$ cat src/rpsh_pkg.sv
// rpsh_pkg: types, codes and reset constants for the radio pairing slave handshake
// no dependencies; imported by every other file of the block

package rpsh_pkg;

  // field widths
  localparam int unsigned CMD_W   = 2;
  localparam int unsigned TIME_W  = 32;
  localparam int unsigned KIND_W  = 2;
  localparam int unsigned MAGIC_W = 8;
  localparam int unsigned ADDR_W  = 40;
  localparam int unsigned CNT_W   = 8;
  localparam int unsigned PHASE_W = 3;
  localparam int unsigned WAIT_W  = 16;
  localparam int unsigned CFG_IDX_W  = 3;
  localparam int unsigned CFG_DATA_W = 40;

  // commands
  localparam logic [CMD_W-1:0] CMD_STEP  = 2'd0;
  localparam logic [CMD_W-1:0] CMD_START = 2'd1;
  localparam logic [CMD_W-1:0] CMD_STOP  = 2'd2;

  // received packet kinds
  localparam logic [KIND_W-1:0] RX_OTHER = 2'd0;
  localparam logic [KIND_W-1:0] RX_RESP  = 2'd1;
  localparam logic [KIND_W-1:0] RX_PING  = 2'd2;

  // transmitted packet kinds
  localparam logic TX_REQ  = 1'b0;
  localparam logic TX_PONG = 1'b1;

  // reported phase codes
  localparam logic [PHASE_W-1:0] PH_CODE_IDLE   = 3'd0;
  localparam logic [PHASE_W-1:0] PH_CODE_SEND   = 3'd1;
  localparam logic [PHASE_W-1:0] PH_CODE_WAIT   = 3'd2;
  localparam logic [PHASE_W-1:0] PH_CODE_VERIFY = 3'd3;
  localparam logic [PHASE_W-1:0] PH_CODE_DONE   = 3'd4;

  // configuration register indexes
  localparam logic [CFG_IDX_W-1:0] CFG_GLOBAL_TIMEOUT = 3'd0;
  localparam logic [CFG_IDX_W-1:0] CFG_RESP_WAIT      = 3'd1;
  localparam logic [CFG_IDX_W-1:0] CFG_VERIFY_TIMEOUT = 3'd2;
  localparam logic [CFG_IDX_W-1:0] CFG_VERIFY_NEEDED  = 3'd3;
  localparam logic [CFG_IDX_W-1:0] CFG_OWN_MAGIC      = 3'd4;
  localparam logic [CFG_IDX_W-1:0] CFG_PEER_MAGIC     = 3'd5;
  localparam logic [CFG_IDX_W-1:0] CFG_DEFAULT_ADDR   = 3'd6;

  // configuration reset values
  localparam logic [TIME_W-1:0]  RST_GLOBAL_TIMEOUT = 32'd10000;
  localparam logic [WAIT_W-1:0]  RST_RESP_WAIT      = 16'd200;
  localparam logic [WAIT_W-1:0]  RST_VERIFY_TIMEOUT = 16'd2000;
  localparam logic [CNT_W-1:0]   RST_VERIFY_NEEDED  = 8'd5;
  localparam logic [MAGIC_W-1:0] RST_OWN_MAGIC      = 8'h5A;
  localparam logic [MAGIC_W-1:0] RST_PEER_MAGIC     = 8'hA5;
  localparam logic [ADDR_W-1:0]  RST_DEFAULT_ADDR   = 40'hEE_DDCC_BBAA;

  localparam logic [CNT_W-1:0] CNT_MAX = {CNT_W{1'b1}};

  // pairing phase, one-hot
  typedef enum logic [4:0] {
    PH_IDLE   = 5'b00001,
    PH_SEND   = 5'b00010,
    PH_WAIT   = 5'b00100,
    PH_VERIFY = 5'b01000,
    PH_DONE   = 5'b10000
  } phase_t;

  typedef struct packed {
    logic [TIME_W-1:0]  session_timeout_ms;
    logic [WAIT_W-1:0]  resp_wait_ms;
    logic [WAIT_W-1:0]  verify_timeout_ms;
    logic [CNT_W-1:0]   verify_needed;
    logic [MAGIC_W-1:0] own_magic;
    logic [MAGIC_W-1:0] peer_magic;
    logic [ADDR_W-1:0]  default_addr;
  } cfg_t;

  typedef struct packed {
    logic [CMD_W-1:0]   cmd;
    logic [TIME_W-1:0]  now_ms;
    logic               rx_valid;
    logic               rx_len_ok;
    logic [KIND_W-1:0]  rx_kind;
    logic [MAGIC_W-1:0] rx_magic;
    logic [ADDR_W-1:0]  rx_addr;
  } in_item_t;

  typedef struct packed {
    logic               tx_valid;
    logic               tx_kind;
    logic               addr_valid;
    logic [ADDR_W-1:0]  addr_value;
    logic [PHASE_W-1:0] phase;
    logic               running;
    logic [CNT_W-1:0]   verified;
  } out_item_t;

  // one-hot phase to reported code
  function automatic logic [PHASE_W-1:0] phase_code(phase_t ph);
    logic [PHASE_W-1:0] code;
    case (ph)
      PH_IDLE:   code = PH_CODE_IDLE;
      PH_SEND:   code = PH_CODE_SEND;
      PH_WAIT:   code = PH_CODE_WAIT;
      PH_VERIFY: code = PH_CODE_VERIFY;
      PH_DONE:   code = PH_CODE_DONE;
      default:   code = PH_CODE_IDLE;
    endcase
    return code;
  endfunction

endpackage

$ cat src/rpsh_if.sv
// rpsh_in_if / rpsh_out_if: valid/ready channels for step requests and results
// depends on rpsh_pkg for field widths

interface rpsh_in_if import rpsh_pkg::*; ();
  logic               valid;
  logic               ready;
  logic [CMD_W-1:0]   cmd;
  logic [TIME_W-1:0]  now_ms;
  logic               rx_valid;
  logic               rx_len_ok;
  logic [KIND_W-1:0]  rx_kind;
  logic [MAGIC_W-1:0] rx_magic;
  logic [ADDR_W-1:0]  rx_addr;

  modport source (
    output valid, cmd, now_ms, rx_valid, rx_len_ok, rx_kind, rx_magic, rx_addr,
    input  ready
  );
  modport sink (
    input  valid, cmd, now_ms, rx_valid, rx_len_ok, rx_kind, rx_magic, rx_addr,
    output ready
  );
endinterface

interface rpsh_out_if import rpsh_pkg::*; ();
  logic               valid;
  logic               ready;
  logic               tx_valid;
  logic               tx_kind;
  logic               addr_valid;
  logic [ADDR_W-1:0]  addr_value;
  logic [PHASE_W-1:0] phase;
  logic               running;
  logic [CNT_W-1:0]   verified;

  modport source (
    output valid, tx_valid, tx_kind, addr_valid, addr_value, phase, running, verified,
    input  ready
  );
  modport sink (
    input  valid, tx_valid, tx_kind, addr_valid, addr_value, phase, running, verified,
    output ready
  );
endinterface

$ cat src/radio_pairing_slave_handshake_unit.sv
// radio_pairing_slave_handshake_unit: top level of the pairing slave handshake
// depends on rpsh_pkg, rpsh_if, rpsh_cfg_regs, rpsh_in_stage and rpsh_core
//
// Usage:
//   in_ch carries one step request per handshake: a command (service, start,
//   stop), the current ms time and an optional pre-classified received packet.
//   out_ch returns exactly one result per request: packet to send, address to
//   program, and the phase, running flag and ping count after the step.
//   cfg_we/cfg_idx/cfg_wdata write the seven settings; write only while idle.
// Flow:
//   a request accepted on in_ch is captured in the input register; when the
//   result register is free it updates the pairing state and is loaded
//   into the result register at the same edge. One request is taken
//   every cycle unless out_ch stalls: the state update is one combinational
//   pass of two 32-bit subtractions, three compares and a phase decode.
// Reset:
//   rst_n low clears the pairing state (phase idle, not running, counters and
//   timestamps zero), empties both stages and restores the settings defaults.
// Stall:
//   while out_ch.ready is low the result holds; the input register keeps one
//   more request, after which in_ch.ready drops until the result is taken.

module radio_pairing_slave_handshake_unit import rpsh_pkg::*; (
  input  logic                  clk,
  input  logic                  rst_n,
  rpsh_in_if.sink               in_ch,
  rpsh_out_if.source            out_ch,
  input  logic                  cfg_we,
  input  logic [CFG_IDX_W-1:0]  cfg_idx,
  input  logic [CFG_DATA_W-1:0] cfg_wdata
);

  cfg_t      cfg;
  in_item_t  in_item;
  in_item_t  hold_item;
  logic      hold_valid;
  logic      advance;
  out_item_t result;
  out_item_t out_item_r;
  logic      out_valid_r;
  logic      out_valid_nxt;

  // gather channel fields
  assign in_item.cmd       = in_ch.cmd;
  assign in_item.now_ms    = in_ch.now_ms;
  assign in_item.rx_valid  = in_ch.rx_valid;
  assign in_item.rx_len_ok = in_ch.rx_len_ok;
  assign in_item.rx_kind   = in_ch.rx_kind;
  assign in_item.rx_magic  = in_ch.rx_magic;
  assign in_item.rx_addr   = in_ch.rx_addr;

  rpsh_cfg_regs u_cfg (
    .clk       (clk),
    .rst_n     (rst_n),
    .cfg_we    (cfg_we),
    .cfg_idx   (cfg_idx),
    .cfg_wdata (cfg_wdata),
    .cfg       (cfg)
  );

  rpsh_in_stage u_in (
    .clk        (clk),
    .rst_n      (rst_n),
    .in_valid   (in_ch.valid),
    .in_ready   (in_ch.ready),
    .in_item    (in_item),
    .advance    (advance),
    .hold_valid (hold_valid),
    .hold_item  (hold_item)
  );

  // held request moves when the result register is free
  assign advance = hold_valid && (!out_valid_r || out_ch.ready);

  rpsh_core u_core (
    .clk    (clk),
    .rst_n  (rst_n),
    .advance(advance),
    .item   (hold_item),
    .cfg    (cfg),
    .result (result)
  );

  // result register
  assign out_valid_nxt = advance || (out_valid_r && !out_ch.ready);

  always_ff @(posedge clk) begin
    if (!rst_n) begin
      out_valid_r <= 1'b0;
    end else begin
      out_valid_r <= out_valid_nxt;
    end
  end

  always_ff @(posedge clk) begin
    if (advance) begin
      out_item_r <= result;
    end
  end

  assign out_ch.valid      = out_valid_r;
  assign out_ch.tx_valid   = out_item_r.tx_valid;
  assign out_ch.tx_kind    = out_item_r.tx_kind;
  assign out_ch.addr_valid = out_item_r.addr_valid;
  assign out_ch.addr_value = out_item_r.addr_value;
  assign out_ch.phase      = out_item_r.phase;
  assign out_ch.running    = out_item_r.running;
  assign out_ch.verified   = out_item_r.verified;

endmodule

$ cat src/rpsh_cfg_regs.sv
// rpsh_cfg_regs: configuration register file with plain write port
// depends on rpsh_pkg for register indexes and reset values

module rpsh_cfg_regs import rpsh_pkg::*; (
  input  logic                  clk,
  input  logic                  rst_n,
  input  logic                  cfg_we,
  input  logic [CFG_IDX_W-1:0]  cfg_idx,
  input  logic [CFG_DATA_W-1:0] cfg_wdata,
  output cfg_t                  cfg
);

  cfg_t cfg_r;
  cfg_t cfg_nxt;

  // decode write, writes beyond the list are dropped
  always_comb begin
    cfg_nxt = cfg_r;
    if (cfg_we) begin
      case (cfg_idx)
        CFG_GLOBAL_TIMEOUT: cfg_nxt.session_timeout_ms = cfg_wdata[TIME_W-1:0];
        CFG_RESP_WAIT:      cfg_nxt.resp_wait_ms       = cfg_wdata[WAIT_W-1:0];
        CFG_VERIFY_TIMEOUT: cfg_nxt.verify_timeout_ms  = cfg_wdata[WAIT_W-1:0];
        CFG_VERIFY_NEEDED:  cfg_nxt.verify_needed      = cfg_wdata[CNT_W-1:0];
        CFG_OWN_MAGIC:      cfg_nxt.own_magic          = cfg_wdata[MAGIC_W-1:0];
        CFG_PEER_MAGIC:     cfg_nxt.peer_magic         = cfg_wdata[MAGIC_W-1:0];
        CFG_DEFAULT_ADDR:   cfg_nxt.default_addr       = cfg_wdata[ADDR_W-1:0];
        default: begin
        end
      endcase
    end
  end

  always_ff @(posedge clk) begin
    if (!rst_n) begin
      cfg_r.session_timeout_ms <= RST_GLOBAL_TIMEOUT;
      cfg_r.resp_wait_ms       <= RST_RESP_WAIT;
      cfg_r.verify_timeout_ms  <= RST_VERIFY_TIMEOUT;
      cfg_r.verify_needed      <= RST_VERIFY_NEEDED;
      cfg_r.own_magic          <= RST_OWN_MAGIC;
      cfg_r.peer_magic         <= RST_PEER_MAGIC;
      cfg_r.default_addr       <= RST_DEFAULT_ADDR;
    end else begin
      cfg_r <= cfg_nxt;
    end
  end

  assign cfg = cfg_r;

endmodule

$ cat src/rpsh_in_stage.sv
// rpsh_in_stage: input register holding one step request until the core takes it
// depends on rpsh_pkg for the request struct

module rpsh_in_stage import rpsh_pkg::*; (
  input  logic     clk,
  input  logic     rst_n,
  input  logic     in_valid,
  output logic     in_ready,
  input  in_item_t in_item,
  input  logic     advance,
  output logic     hold_valid,
  output in_item_t hold_item
);

  logic     valid_r;
  logic     valid_nxt;
  in_item_t item_r;

  // free when empty or when the held request moves on this cycle
  assign in_ready  = !valid_r || advance;
  assign valid_nxt = (in_valid && in_ready) || (valid_r && !advance);

  always_ff @(posedge clk) begin
    if (!rst_n) begin
      valid_r <= 1'b0;
    end else begin
      valid_r <= valid_nxt;
    end
  end

  // payload, no reset
  always_ff @(posedge clk) begin
    if (in_valid && in_ready) begin
      item_r <= in_item;
    end
  end

  assign hold_valid = valid_r;
  assign hold_item  = item_r;

endmodule

$ cat src/rpsh_core.sv
// rpsh_core: pairing state registers and the per-request update logic
// depends on rpsh_pkg for phase type, codes and structs

module rpsh_core import rpsh_pkg::*; (
  input  logic      clk,
  input  logic      rst_n,
  input  logic      advance,
  input  in_item_t  item,
  input  cfg_t      cfg,
  output out_item_t result
);

  phase_t            phase_r, phase_nxt;
  logic              active_r, active_nxt;
  logic [TIME_W-1:0] global_start_r, global_start_nxt;
  logic [TIME_W-1:0] wait_start_r, wait_start_nxt;
  logic [CNT_W-1:0]  ping_r, ping_nxt;

  logic [TIME_W-1:0] global_elapsed;
  logic [TIME_W-1:0] wait_elapsed;
  logic              global_expired;
  logic              resp_expired;
  logic              verify_expired;
  logic              resp_ok;
  logic              ping_ok;
  logic [CNT_W-1:0]  ping_inc;

  // elapsed times on wrapping ms counter
  assign global_elapsed = item.now_ms - global_start_r;
  assign wait_elapsed   = item.now_ms - wait_start_r;
  assign global_expired = global_elapsed > cfg.session_timeout_ms;
  assign resp_expired   = wait_elapsed > {{(TIME_W-WAIT_W){1'b0}}, cfg.resp_wait_ms};
  assign verify_expired = wait_elapsed > {{(TIME_W-WAIT_W){1'b0}}, cfg.verify_timeout_ms};

  // packet qualification
  assign resp_ok = item.rx_valid && item.rx_len_ok && (item.rx_kind == RX_RESP);
  assign ping_ok = item.rx_valid && item.rx_len_ok && (item.rx_kind == RX_PING)
                   && (item.rx_magic == cfg.peer_magic);
  assign ping_inc = (ping_r != CNT_MAX) ? ping_r + 1'b1 : ping_r;

  // next state and packet decisions
  always_comb begin
    phase_nxt         = phase_r;
    active_nxt        = active_r;
    global_start_nxt  = global_start_r;
    wait_start_nxt    = wait_start_r;
    ping_nxt          = ping_r;
    result            = '0;

    case (item.cmd)
      CMD_START: begin
        phase_nxt         = PH_IDLE;
        active_nxt        = 1'b1;
        global_start_nxt  = item.now_ms;
        wait_start_nxt    = '0;
        ping_nxt          = '0;
        result.addr_valid = 1'b1;
        result.addr_value = cfg.default_addr;
      end
      CMD_STOP: begin
        if (active_r) begin
          active_nxt = 1'b0;
          phase_nxt  = PH_IDLE;
        end
      end
      CMD_STEP: begin
        if (active_r) begin
          if (global_expired) begin
            // global timeout restarts pairing like a start
            phase_nxt         = PH_IDLE;
            global_start_nxt  = item.now_ms;
            wait_start_nxt    = '0;
            ping_nxt          = '0;
            result.addr_valid = 1'b1;
            result.addr_value = cfg.default_addr;
          end else begin
            case (phase_r)
              PH_SEND: begin
                result.addr_valid = 1'b1;
                result.addr_value = cfg.default_addr;
                result.tx_valid   = 1'b1;
                result.tx_kind    = TX_REQ;
                wait_start_nxt    = item.now_ms;
                phase_nxt         = PH_WAIT;
              end
              PH_WAIT: begin
                if (resp_ok) begin
                  result.addr_valid = 1'b1;
                  result.addr_value = item.rx_addr;
                  ping_nxt          = '0;
                  wait_start_nxt    = item.now_ms;
                  phase_nxt         = PH_VERIFY;
                end else if (resp_expired) begin
                  phase_nxt = PH_SEND;
                end
              end
              PH_VERIFY: begin
                if (ping_ok) begin
                  result.tx_valid = 1'b1;
                  result.tx_kind  = TX_PONG;
                  ping_nxt        = ping_inc;
                  if (ping_inc >= cfg.verify_needed) begin
                    phase_nxt = PH_DONE;
                  end
                end
                // verify timeout wins over a just-reached done
                if (verify_expired) begin
                  phase_nxt = PH_SEND;
                end
              end
              PH_DONE: begin
                active_nxt = 1'b0;
              end
              PH_IDLE: begin
                phase_nxt = PH_SEND;
              end
              default: begin
                phase_nxt = PH_SEND;
              end
            endcase
          end
        end
      end
      default: begin
      end
    endcase

    result.phase    = phase_code(phase_nxt);
    result.running  = active_nxt;
    result.verified = ping_nxt;
  end

  always_ff @(posedge clk) begin
    if (!rst_n) begin
      phase_r        <= PH_IDLE;
      active_r       <= 1'b0;
      global_start_r <= '0;
      wait_start_r   <= '0;
      ping_r         <= '0;
    end else if (advance) begin
      phase_r        <= phase_nxt;
      active_r       <= active_nxt;
      global_start_r <= global_start_nxt;
      wait_start_r   <= wait_start_nxt;
      ping_r         <= ping_nxt;
    end
  end

endmodule

$ cat src/flat_wrapper.sv
// flat-port wrapper written by rule: the top's interface ports become plain ports
module radio_pairing_slave_handshake_unit_flat import rpsh_pkg::*;
  (clk, rst_n, cfg_we, cfg_idx, cfg_wdata, in_ch_valid, in_ch_cmd, in_ch_now_ms, in_ch_rx_valid, in_ch_rx_len_ok, in_ch_rx_kind, in_ch_rx_magic, in_ch_rx_addr, in_ch_ready, out_ch_valid, out_ch_tx_valid, out_ch_tx_kind, out_ch_addr_valid, out_ch_addr_value, out_ch_phase, out_ch_running, out_ch_verified, out_ch_ready);
  rpsh_in_if in_ch_i ();
  rpsh_out_if out_ch_i ();
  input  logic clk;
  input  logic rst_n;
  input  logic cfg_we;
  input  logic [CFG_IDX_W-1:0] cfg_idx;
  input  logic [CFG_DATA_W-1:0] cfg_wdata;
  input wire logic [$bits(in_ch_i.valid)-1:0] in_ch_valid;
  input wire logic [$bits(in_ch_i.cmd)-1:0] in_ch_cmd;
  input wire logic [$bits(in_ch_i.now_ms)-1:0] in_ch_now_ms;
  input wire logic [$bits(in_ch_i.rx_valid)-1:0] in_ch_rx_valid;
  input wire logic [$bits(in_ch_i.rx_len_ok)-1:0] in_ch_rx_len_ok;
  input wire logic [$bits(in_ch_i.rx_kind)-1:0] in_ch_rx_kind;
  input wire logic [$bits(in_ch_i.rx_magic)-1:0] in_ch_rx_magic;
  input wire logic [$bits(in_ch_i.rx_addr)-1:0] in_ch_rx_addr;
  output wire logic [$bits(in_ch_i.ready)-1:0] in_ch_ready;
  output wire logic [$bits(out_ch_i.valid)-1:0] out_ch_valid;
  output wire logic [$bits(out_ch_i.tx_valid)-1:0] out_ch_tx_valid;
  output wire logic [$bits(out_ch_i.tx_kind)-1:0] out_ch_tx_kind;
  output wire logic [$bits(out_ch_i.addr_valid)-1:0] out_ch_addr_valid;
  output wire logic [$bits(out_ch_i.addr_value)-1:0] out_ch_addr_value;
  output wire logic [$bits(out_ch_i.phase)-1:0] out_ch_phase;
  output wire logic [$bits(out_ch_i.running)-1:0] out_ch_running;
  output wire logic [$bits(out_ch_i.verified)-1:0] out_ch_verified;
  input wire logic [$bits(out_ch_i.ready)-1:0] out_ch_ready;
  assign in_ch_i.valid = in_ch_valid;
  assign in_ch_i.cmd = in_ch_cmd;
  assign in_ch_i.now_ms = in_ch_now_ms;
  assign in_ch_i.rx_valid = in_ch_rx_valid;
  assign in_ch_i.rx_len_ok = in_ch_rx_len_ok;
  assign in_ch_i.rx_kind = in_ch_rx_kind;
  assign in_ch_i.rx_magic = in_ch_rx_magic;
  assign in_ch_i.rx_addr = in_ch_rx_addr;
  assign in_ch_ready = in_ch_i.ready;
  assign out_ch_valid = out_ch_i.valid;
  assign out_ch_tx_valid = out_ch_i.tx_valid;
  assign out_ch_tx_kind = out_ch_i.tx_kind;
  assign out_ch_addr_valid = out_ch_i.addr_valid;
  assign out_ch_addr_value = out_ch_i.addr_value;
  assign out_ch_phase = out_ch_i.phase;
  assign out_ch_running = out_ch_i.running;
  assign out_ch_verified = out_ch_i.verified;
  assign out_ch_i.ready = out_ch_ready;
  radio_pairing_slave_handshake_unit u_core (.clk(clk), .rst_n(rst_n), .in_ch(in_ch_i), .out_ch(out_ch_i), .cfg_we(cfg_we), .cfg_idx(cfg_idx), .cfg_wdata(cfg_wdata));
endmodule
$ cat config.mk
export PLATFORM = sky130hd
export DESIGN_NAME = radio_pairing_slave_handshake_unit_flat
export DESIGN_NICKNAME = d
export VERILOG_FILES = /design/src/rpsh_pkg.sv /design/src/rpsh_if.sv /design/src/radio_pairing_slave_handshake_unit.sv /design/src/rpsh_cfg_regs.sv /design/src/rpsh_in_stage.sv /design/src/rpsh_core.sv /design/src/flat_wrapper.sv
export SDC_FILE = /design/constraint.sdc
export NUM_CORES = 1
export LEC_CHECK = 0
export BUFFER_PORTS_ARGS = -buffer_cell sky130_fd_sc_hd__buf_2
export CAP_MARGIN = 40
export CORE_MARGIN = 2
export CORE_UTILIZATION = 45
export CTS_CLUSTER_SIZE = 28
export DETAILED_ROUTE_END_ITERATION = 12
export PLACE_DENSITY = 0.68
export SLEW_MARGIN = 30
export SYNTH_ARGS = -nofsm -noshare
export SYNTH_HDL_FRONTEND = slang
export SYNTH_SLANG_ARGS = --single-unit
$ cat constraint.sdc
create_clock -name clk -period 18.3 [get_ports clk]
set_clock_uncertainty 0.2 [all_clocks]
set_input_delay 0.915 -clock clk [delete_from_list [all_inputs] [get_ports clk]]
set_output_delay 0.915 -clock clk [all_outputs]
set_load 0.02 [all_outputs]
Word level (Yosys, flattened, before mapping)
Cells that the tools add are included.
{ "word_totals": {"regBits": 341, "inputBits": 134, "elab_cells": 124} }
{ "op_classes": {"n_addsub": 3, "n_lt_le_gt_ge": 4, "n_eq_ne": 23, "muxes": 37, "bitwise": 2, "reduce_logical": 28} }
{ "ops": {"columns": ["op", "n"], "rows": [
  ["32-bit case mux with 2 select lines", 3],
  ["41-bit case mux with 2 select lines", 2],
  ["32-bit two-way mux", 5],
  ["41-bit two-way mux", 3],
  ["32-bit by 16-bit > comparator with 1-bit output", 2],
  ["32-bit subtractor", 2],
  ["5-bit two-way mux", 8],
  ["8-bit two-way mux", 5],
  ["32-bit > comparator", 1],
  ["8-bit case mux with 2 select lines", 2],
  ["5-bit case mux with 4 select lines", 1],
  ["5-bit case mux with 3 select lines", 1],
  ["3-bit case mux with 4 select lines", 1],
  ["2-bit AND reduction", 6],
  ["5-bit by 2-bit == test with 1-bit output (second input constant)", 2],
  ["5-bit by 3-bit == test with 1-bit output (second input constant)", 2],
  ["5-bit by 4-bit == test with 1-bit output (second input constant)", 2],
  ["5-bit == test (second input constant)", 2],
  ["8-bit by 1-bit adder with 8-bit output (second input constant)", 1],
  ["8-bit == test", 1],
  ["8-bit greater-or-equal comparator", 1],
  ["1-bit logical AND", 8],
  ["8-bit inequality test (second input constant)", 1],
  ["3-bit by 2-bit == test with 1-bit output (second input constant)", 2],
  ["other kinds (20)", 33]
]} }

Depth between registers and ports, before layout
Gate-level depths: netlist of run 1.
{ "depth": {"word_depth": 12, "depth_mapped": 30} }

Modules after synthesis
A second synthesis of run 1 with hierarchy kept.
{ "unflattened": {"cells_unflattened": 1957, "area_unflattened_um2": 19113.3} }
{ "modules_own_cells": {"columns": ["module", "n_inst", "cells_each", "area_per_inst_um2", "seq_area_each_um2"], "rows": [
  ["rpsh_core", 1, 1311, 9673.0, 1561.5],
  ["rpsh_cfg_regs", 1, 496, 5101.1, 2562.5],
  ["rpsh_in_stage", 1, 91, 2640.0, 2602.5],
  ["radio_pairing_slave_handshake_unit", 1, 59, 1699.1, 1671.6]
]} }

Worst setup path before layout of run 1
Ideal clock, no wire load.
{ "synth_path": {"path_kind": "reg2reg", "from": "register u_core.u_in.item_r (netlist bit u_core.u_in.hold_item[52])", "to": "register u_core.out_item_r (netlist bit u_core.out_ch.phase[1]), data pin", "arrival_ns": 5.571, "required_time_ns": 17.844, "slack_ns": 12.273, "stages_incl_launch_ff": 28, "period_less_slack_ns": 6.027, "path_cell_list": "edfxtp_1 inv_1 ha_1 inv_1 fa_1 a21o_1 a21oi_1 o21ai_1 a31oi_1 o31ai_1 o41ai_2 o2111ai_1 and2_1 o21a_1 a221oi_1 xnor2_1 ha_1 nand4_1 nor3_1 nand4_1 or3_1 o21ai_1 nand3_1 a41oi_1 and3_4 a221oi_4 xor2_1 and4b_1"} }
{ "synth_lines": {"columns": ["item", "line_no", "source"], "rows": [
  ["from (decl)", "rpsh_in_stage.sv:17", "in_item_t item_r;"],
  ["from (signal assigned)", "rpsh_in_stage.sv:34", "item_r <= in_item;"],
  ["to (signal assigned)", "radio_pairing_slave_handshake_unit.sv:97", "out_item_r <= result;"],
  ["to (decl)", "radio_pairing_slave_handshake_unit.sv:39", "out_item_t out_item_r;"]
]} }

==> impl_results.md, run 1 <==
* Avg Cell Area, Syn at 9.30 um2
* Row count at 73
* Num CTS Buffers at 40
* Root buf cell: clkbuf_16
* CP max stage cell: nand3_1
* Commonest cells after routing, fill and taps aside: nand2_1 (336), dfxtp_1 (200), buf_2 (190)
* Most common cell after layout, fill and taps aside: nand2_1
* Max-slew violations at 0
* CTS Sinks at 341
* Critical Path AT at 7.78 ns
* Final Cell Area at 21200 um2
* First DRT Iteration DRCs at 828
* Core area at 39900 um2
* Die extent in x at 206 um
* Crit path kind: reg -> reg
* Post-CTS setup buffers at 0
* Layout area overhead at 15.8%
* FFs w/ async S/R, synth at 0
* Worst Max-Slew Pin Slew at 0.813 ns
* Mapped Cells at 1966
* Placer Congestion at 0.896
* Ys Warns at 0
* First-pass GRT wire length at 75600 um
* Final worst setup slack at 10.64 ns
* GR Overflow Total at 0
* TNS Setup at 0 ns
* Metal2 WL at 23100 um
* Tmin final at 7.66 ns
* Die height at 206 um
* Total Routed Length at 47600 um
* Metal-1 WL at 20300 um
* Post-synth EDFFs at 141
* # setup viols final at 0
* Max_slew headroom at 0.458
* Initial antenna violation count at 5
* RSZ-0062 raised after global routing: false
* Residual DRC at 0
* Critical Path RT at 18.42 ns
* HPWL after DPL at 34900 um
* Synth top area share at 0.231
* Crit Path Max Fanout at 14
* Starting Density at 0.458
* CP startpoint kind: flip-flop
* Post-synthesis sequential area ratio at 0.450
* CP delay by family, top: compound AO/OA/AOI/OAI gates
* FF+latch count, synth at 341
* Final Hold Viols at 0
* Worst-Skew Late Latency at 0.57 ns
* Count of hold-fix buffers inserted at cts at 0
* RR Startpoint: u_core.u_in.hold_item[52]
* Setup WS pre-CTS at 10.75 ns
* Post-DRT Antenna Nets at 0
* Synthesized cell area at 18300 um2
* CTS tree: done
* Ys flop type: dfxtp_1
* Maximum number of pins on one net before global-route repair at 78
* DR pass1 iterations at 5
* Worst Setup SP: u_core.u_in.hold_item[52]
* Crit. End Element: flip-flop
* Number of global-route vias before repair at 14419
* Final nets at 2404
* Port bufs at 190
* Outcome: finished, final reports clean
* Maxcap violations at 0
* Die area at 42300 um2
* Via density at 5.41
* Top routing layer used: met5
* Placed Instance Area at 19800 um2
* Routed WL per cell at 17.7 um
* Ports at 191
* Crit path buffers/inverters at 2
* Leak at 8.25 nW
* Clock-pin transition on the worst setup and hold timing paths at 0.06 ns
* Pwr dens at 91.2 nW/um2
* Post-synth cell types at 71
* Mapped Nets at 2237
* Yosys top cell by area: edfxtp_1
* Final Core Density at 0.531
* Detailed-route via count at 14563
* Clock Tree Buf Depth at 3
* Beginning of the worst hold path: u_core.u_core.wait_start_r[25]
* Met3 routed wirelength at 2190 um
* VDD IR-drop max at 0.0596 mV
* Worst Hold Class: reg -> reg
* H-Tree Depth at 2
* Global Route Usage Sum at 0.227
* Top achievable clock speed at 131 MHz
* CTS resizes at 0
* Share of layout cells above drive strength 1 at 0.141
* Top cells by area, synth: edfxtp_1 (23%), dfxtp_1 (22%), ha_1 (9.2%)
* Fin crit share at 0.419
* Final Hold Slack at 0.259 ns
* CP max stage delay at 0.52 ns
## logic make-up (layout without fill, tap and decap cells)
| logic type | Yosys count | in the layout | share of synthesized area |
|---|---|---|---|
| compound gates | 465 | 465 | 0.181 |
| xor+xnor | 62 | 62 | 0.0297 |
| fa+ha+maj | 137 | 137 | 0.0945 |
| buf+inv | 242 | 441 | 0.0502 |
| flops | 341 | 341 | 0.450 |
| mux | 35 | 35 | 0.0192 |
| other cells | 0 | 3 | 0 |
| simple gates | 684 | 684 | 0.175 |
## synthesized netlist by cell type (4+ instances only)
cell type	number
o211ai_1	26
dfxtp_1	200
nand3_1	95
a211o_1	7
o21ai_0	52
buf_1	5
a31oi_1	12
a22o_1	44
and4_1	4
a21oi_1	76
xnor2_1	35
and3_1	12
o31ai_1	5
a21boi_0	109
a211oi_1	13
o211a_1	4
nor4_1	9
nor3_1	23
nand2b_1	17
inv_1	157
o2111ai_1	6
nor2_1	65
edfxtp_1	141
or3_1	8
nand2_1	336
buf_2	8
nor3b_1	8
a21o_1	44
ha_1	135
o21a_1	24
nand4_1	26
nor2b_1	47
or2_2	5
mux2i_1	35
o21bai_1	10
clkbuf_1	71
o21ai_1	5
xor2_1	27
and2_1	11
## final cells by class
| class | count | area [um2] |
|---|---|---|
| antenna | 3 | 7.51 |
| clock buffer | 50 | 1070 |
| clock inverter | 24 | 318 |
| fill | 3594 | 18700 |
| inverter | 158 | 593 |
| multi-input combinational | 1383 | 9170 |
| sequential | 341 | 8240 |
| tap | 525 | 657 |
| timing repair buffer | 209 | 1140 |
## tightest hold or removal path: stages, from the launching register on
cell,delay (ns)
dfxtp_1,0.31
nand2_1,0.05
a21boi_0,0.06
## power breakdown
part           internal [mW]  switching, mW  leakage (nW)
registers              0.823         0.0177          2.98
logic                  0.105          0.161          4.60
clock network          0.492          0.334         0.667
total                   1.42          0.512          8.25
## registers in the layout, summed over array words and instances (netlist names)
name,count
u_core.u_cfg.cfg,120
u_core.out_ch.tx_valid,1
u_core.out_ch.phase,3
u_core.u_core.active_r,1
u_core.out_ch.verified,8
u_core.out_ch.addr_valid,1
u_core.u_core.wait_start_r,32
u_core.out_ch.addr_value,40
u_core.u_core.global_start_r,32
u_core.out_ch.running,1
u_core.out_ch.valid,1
u_core.u_in.hold_item,86
u_core.u_core.ping_r,8
u_core.u_core.phase_r,5
u_core.u_in.hold_valid,1
u_core.out_ch.tx_kind,1
## path summary, 6_finish.rpt
check | end | slack (ns) | depth (start not counted)
worst max register to register | u_core.out_ch.phase[1] | 10.64 | 27
worst max-delay path | u_core.out_ch.phase[1] | 10.64 | 27
worst min register to register | u_core.u_core.wait_start_r[25] | 0.26 | 2
worst min-delay path | u_core.u_core.wait_start_r[25] | 0.26 | 2
## per-stage QoR
step | cells | power, mW
after detailed placement | 2616 | 1.12
after floorplan | 1966 | 1.03
after global routing | 2691 | 2.01
after global placement | 2610 | 1.11
after CTS | 2690 | 1.95
final | 2693 | 1.93
## layer usage
metal | global-route usage | vias to the layer above
met3 | 0.0439 | 103
met1 | 0.276 | 6848
li1 | - | 7280
met5 | 0 | -
met2 | 0.391 | 330
met4 | 0.0989 | 2
(Power assumes the default switching activity.)
==> run 2, diff against run 1 <==
--- a/config.mk
+++ b/config.mk
@@ -11,7 +11,7 @@
 export CORE_UTILIZATION = 45
 export CTS_CLUSTER_SIZE = 28
 export DETAILED_ROUTE_END_ITERATION = 12
-export PLACE_DENSITY = 0.68
+export PLACE_DENSITY = 0.7
 export SLEW_MARGIN = 30
 export SYNTH_ARGS = -nofsm -noshare
 export SYNTH_HDL_FRONTEND = slang
==> constraint.sdc (replaced) <==
create_clock -name clk -period 6.2 [get_ports clk]
set_clock_uncertainty 0.2 [all_clocks]
set_input_delay 0.31 -clock clk [delete_from_list [all_inputs] [get_ports clk]]
set_output_delay 0.31 -clock clk [all_outputs]
set_load 0.02 [all_outputs]
==> impl_results.md, run 2 (synthesized netlist as in run 1, its figures left out) <==
* Row count at 73 (unchanged)
* Die extent in x at 206 um (unchanged)
* Sw power at 1.48 mW (was 0.512 mW)
* CP max stage delay at 0.41 ns (was 0.52 ns)
* Pwr dens at 245 nW/um2 (was 91.2 nW/um2)
* RSZ-0062 raised after global routing: true (was false)
* Most common cell after layout, fill and taps aside: nand2_1 (unchanged)
* CP max stage cell: edfxtp_1 (was nand3_1)
* Fin crit share at 0.958 (was 0.419)
* Final Hold Viols at 0 (unchanged)
* Crit. End Element: flip-flop (unchanged)
* Maxcap violations at 0 (unchanged)
* Max-slew violations at 0 (unchanged)
* Clk pwr share at 0.402 (was 0.427)
* Final Core Density at 0.578 (was 0.531)
* Die area at 42300 um2 (unchanged)
* Starting Density at 0.458 (unchanged)
* Layout area overhead at 26.1% (was 15.8%)
* Routing usage on met3 at 0.0345 (was 0.0439)
* Worst-Skew Late Latency at 0.57 ns (about the same)
* Most Crowded Layer GR: met2 (unchanged)
* Max reg flops at 120 (unchanged)
* Placer Congestion at 0.917 (was 0.896)
* Worst Max-Slew Pin Slew at 0.823 ns (was 0.813 ns)
* Max_slew headroom at 0.452 (was 0.458)
* GR Layer Usage met2 at 0.405 (was 0.391)
* Comb pwr share at 0.159 (was 0.138)
* H-Tree Depth at 2 (unchanged)
* Final nets at 2582 (was 2404)
* Detailed-route via count at 15603 (was 14563)
* Port bufs at 190 (unchanged)
* Die height at 206 um (unchanged)
* Post-DRT Antenna Nets at 0 (unchanged)
* Residual DRC at 0 (unchanged)
* CP startpoint kind: flip-flop (unchanged)
* Clock-pin transition on the worst setup and hold timing paths at 0.06 ns (about the same)
* Num CTS Buffers at 38 (was 40)
* Crit path kind: reg -> reg (unchanged)
* First-pass GRT wire length at 78500 um (was 75600 um)
* Leak at 9.06 nW (was 8.25 nW)
* Top achievable clock speed at 168 MHz (was 131 MHz)
* VDD IR-drop max at 0.240 mV (was 0.0596 mV)
* Critical Path AT at 6.22 ns (was 7.78 ns)
* Share of layout cells above drive strength 1 at 0.163 (was 0.141)
* Met1 GRT Util at 0.289 (was 0.276)
* Root buf cell: clkbuf_16 (unchanged)
* Commonest cells after routing, fill and taps aside: nand2_1 (336), dfxtp_1 (200), buf_2 (190) (unchanged)
* CTS tree: done (unchanged)
* Total Routed Length at 49700 um (was 47600 um)
* Ports at 191 (unchanged)
* Global Route Usage Sum at 0.235 (was 0.227)
* Critical Path RT at 6.48 ns (was 18.42 ns)
* Maximum number of pins on one net before global-route repair at 98 (was 78)
* Routed WL per cell at 17.3 um (was 17.7 um)
* Sequential share of power at 0.439 (was 0.435)
* Worst Hold Class: in -> reg (was reg -> reg)
* Cell Int Power at 4.18 mW (was 1.42 mW)
* Outcome: finished, final reports clean (unchanged)
* DR pass1 iterations at 5 (unchanged)
* # setup viols final at 0 (unchanged)
* Via density at 5.44 (was 5.41)
* Initial antenna violation count at 2 (was 5)
* Tmin final at 5.94 ns (was 7.66 ns)
* Final Hold Slack at 0.124 ns (was 0.259 ns)
* HPWL after DPL at 34400 um (was 34900 um)
* GR Overflow Total at 0 (unchanged)
* Clock Tree Buf Depth at 3 (unchanged)
* Crit Path Max Fanout at 8 (was 14)
* Core area at 39900 um2 (unchanged)
* CTS Sinks at 341 (unchanged)
* Switching share of power at 0.262 (was 0.265)
* First DRT Iteration DRCs at 1039 (was 828)
* Number of global-route vias before repair at 15154 (was 14419)
==> run 2: cell types whose count changed in the layout (fill, tap and decap cells not counted), moves of 5 or more <==
cell | previous run | this run
nand3_1 | 95 | 86
a21boi_0 | 109 | 77
buf_4 | 15 | 53
a21boi_1 | 0 | 28
dlygate4sd3_1 | 0 | 130
buf_12 | 1 | 9
clkinv_2 | 9 | 4
nand3_2 | 0 | 9
==> run 2: repair_timing <==
action	4_1_cts	5_1_grt
endpoints found under the hold margin	208	10
pin swaps	7	56
setup buffers	2	6
setup endpoints to repair	93	125
gates resized for setup	20	62
gates cloned	1	2
hold buffers	129	1
==> run 2: per-stage QoR <==
stage / setup TNS [ns] / setup WS, ns / area (um2) / power (mW) / instances
finish: 0 / 0.258 / 23100 / 5.66 / 2868
CTS: 0 / 0.00200 / 22800 / 5.68 / 2855
global placement: -4.70 / -0.155 / 20100 / 3.29 / 2649
detailed placement: -8.24 / -0.255 / 20100 / 3.32 / 2653
floorplan: 0 / 0.173 / 18300 / 3.04 / 1966
global route: -2.45 / -0.142 / 23100 / 5.90 / 2868
==> run 2: layout make-up <==
type	instances	area [um2]
Multi-Input combinational cell	1383	9380
Fill cell	3494	16800
Inverter	158	593
Clock buffer	51	1030
Clock inverter	19	216
Sequential cell	341	8240
Tap cell	525	657
Antenna cell	2	5.00
Timing Repair Buffer	389	2950
==> run 2: worst paths after layout <==
| check | endpoint | slack [ns] | startpoint | cells past startpoint |
|---|---|---|---|---|
| setup / recovery | u_core.u_core.wait_start_r[9] | 0.26 | u_core.u_in.hold_item[52] | 32 |
| hold / removal | u_core.u_cfg.cfg[56] | 0.12 | cfg_idx[1] | 4 |
| setup reg to reg | u_core.u_core.wait_start_r[9] | 0.26 | u_core.u_in.hold_item[52] | 32 |
| hold reg to reg | u_core.u_core.wait_start_r[14] | 0.25 | u_core.u_core.wait_start_r[14] | 2 |
==> run 2: power by group through the flow <==
stage / logic (mW) / registers [mW] / clock network [mW]
after global routing: 0.995 / 2.49 / 2.41
after floorplan: 0.508 / 2.54 / 0
after CTS: 0.871 / 2.48 / 2.32
final: 0.901 / 2.48 / 2.27
after detailed placement: 0.790 / 2.53 / 0
after global placement: 0.767 / 2.53 / 0
==> run 2: per-layer routing <==
layer / share of wire / up-vias
met2: 0.49 / 433
met3: 0.048 / 122
met4: 0.044 / 0
met1: 0.42 / 7416
met5: 0 / -
li1: - / 7632
==> run 2: worst max-delay path: cells and delay by family (launching register included) <==
family                     cells  cell delay (ns)
and+or+nand+nor                8             1.05
xor gates and xnor gates       1             0.08
AOI/OAI and AO/OA             14             2.56
adders and majority gates      3             0.77
buffers and inverters          6             0.76
DFF                            1             0.41
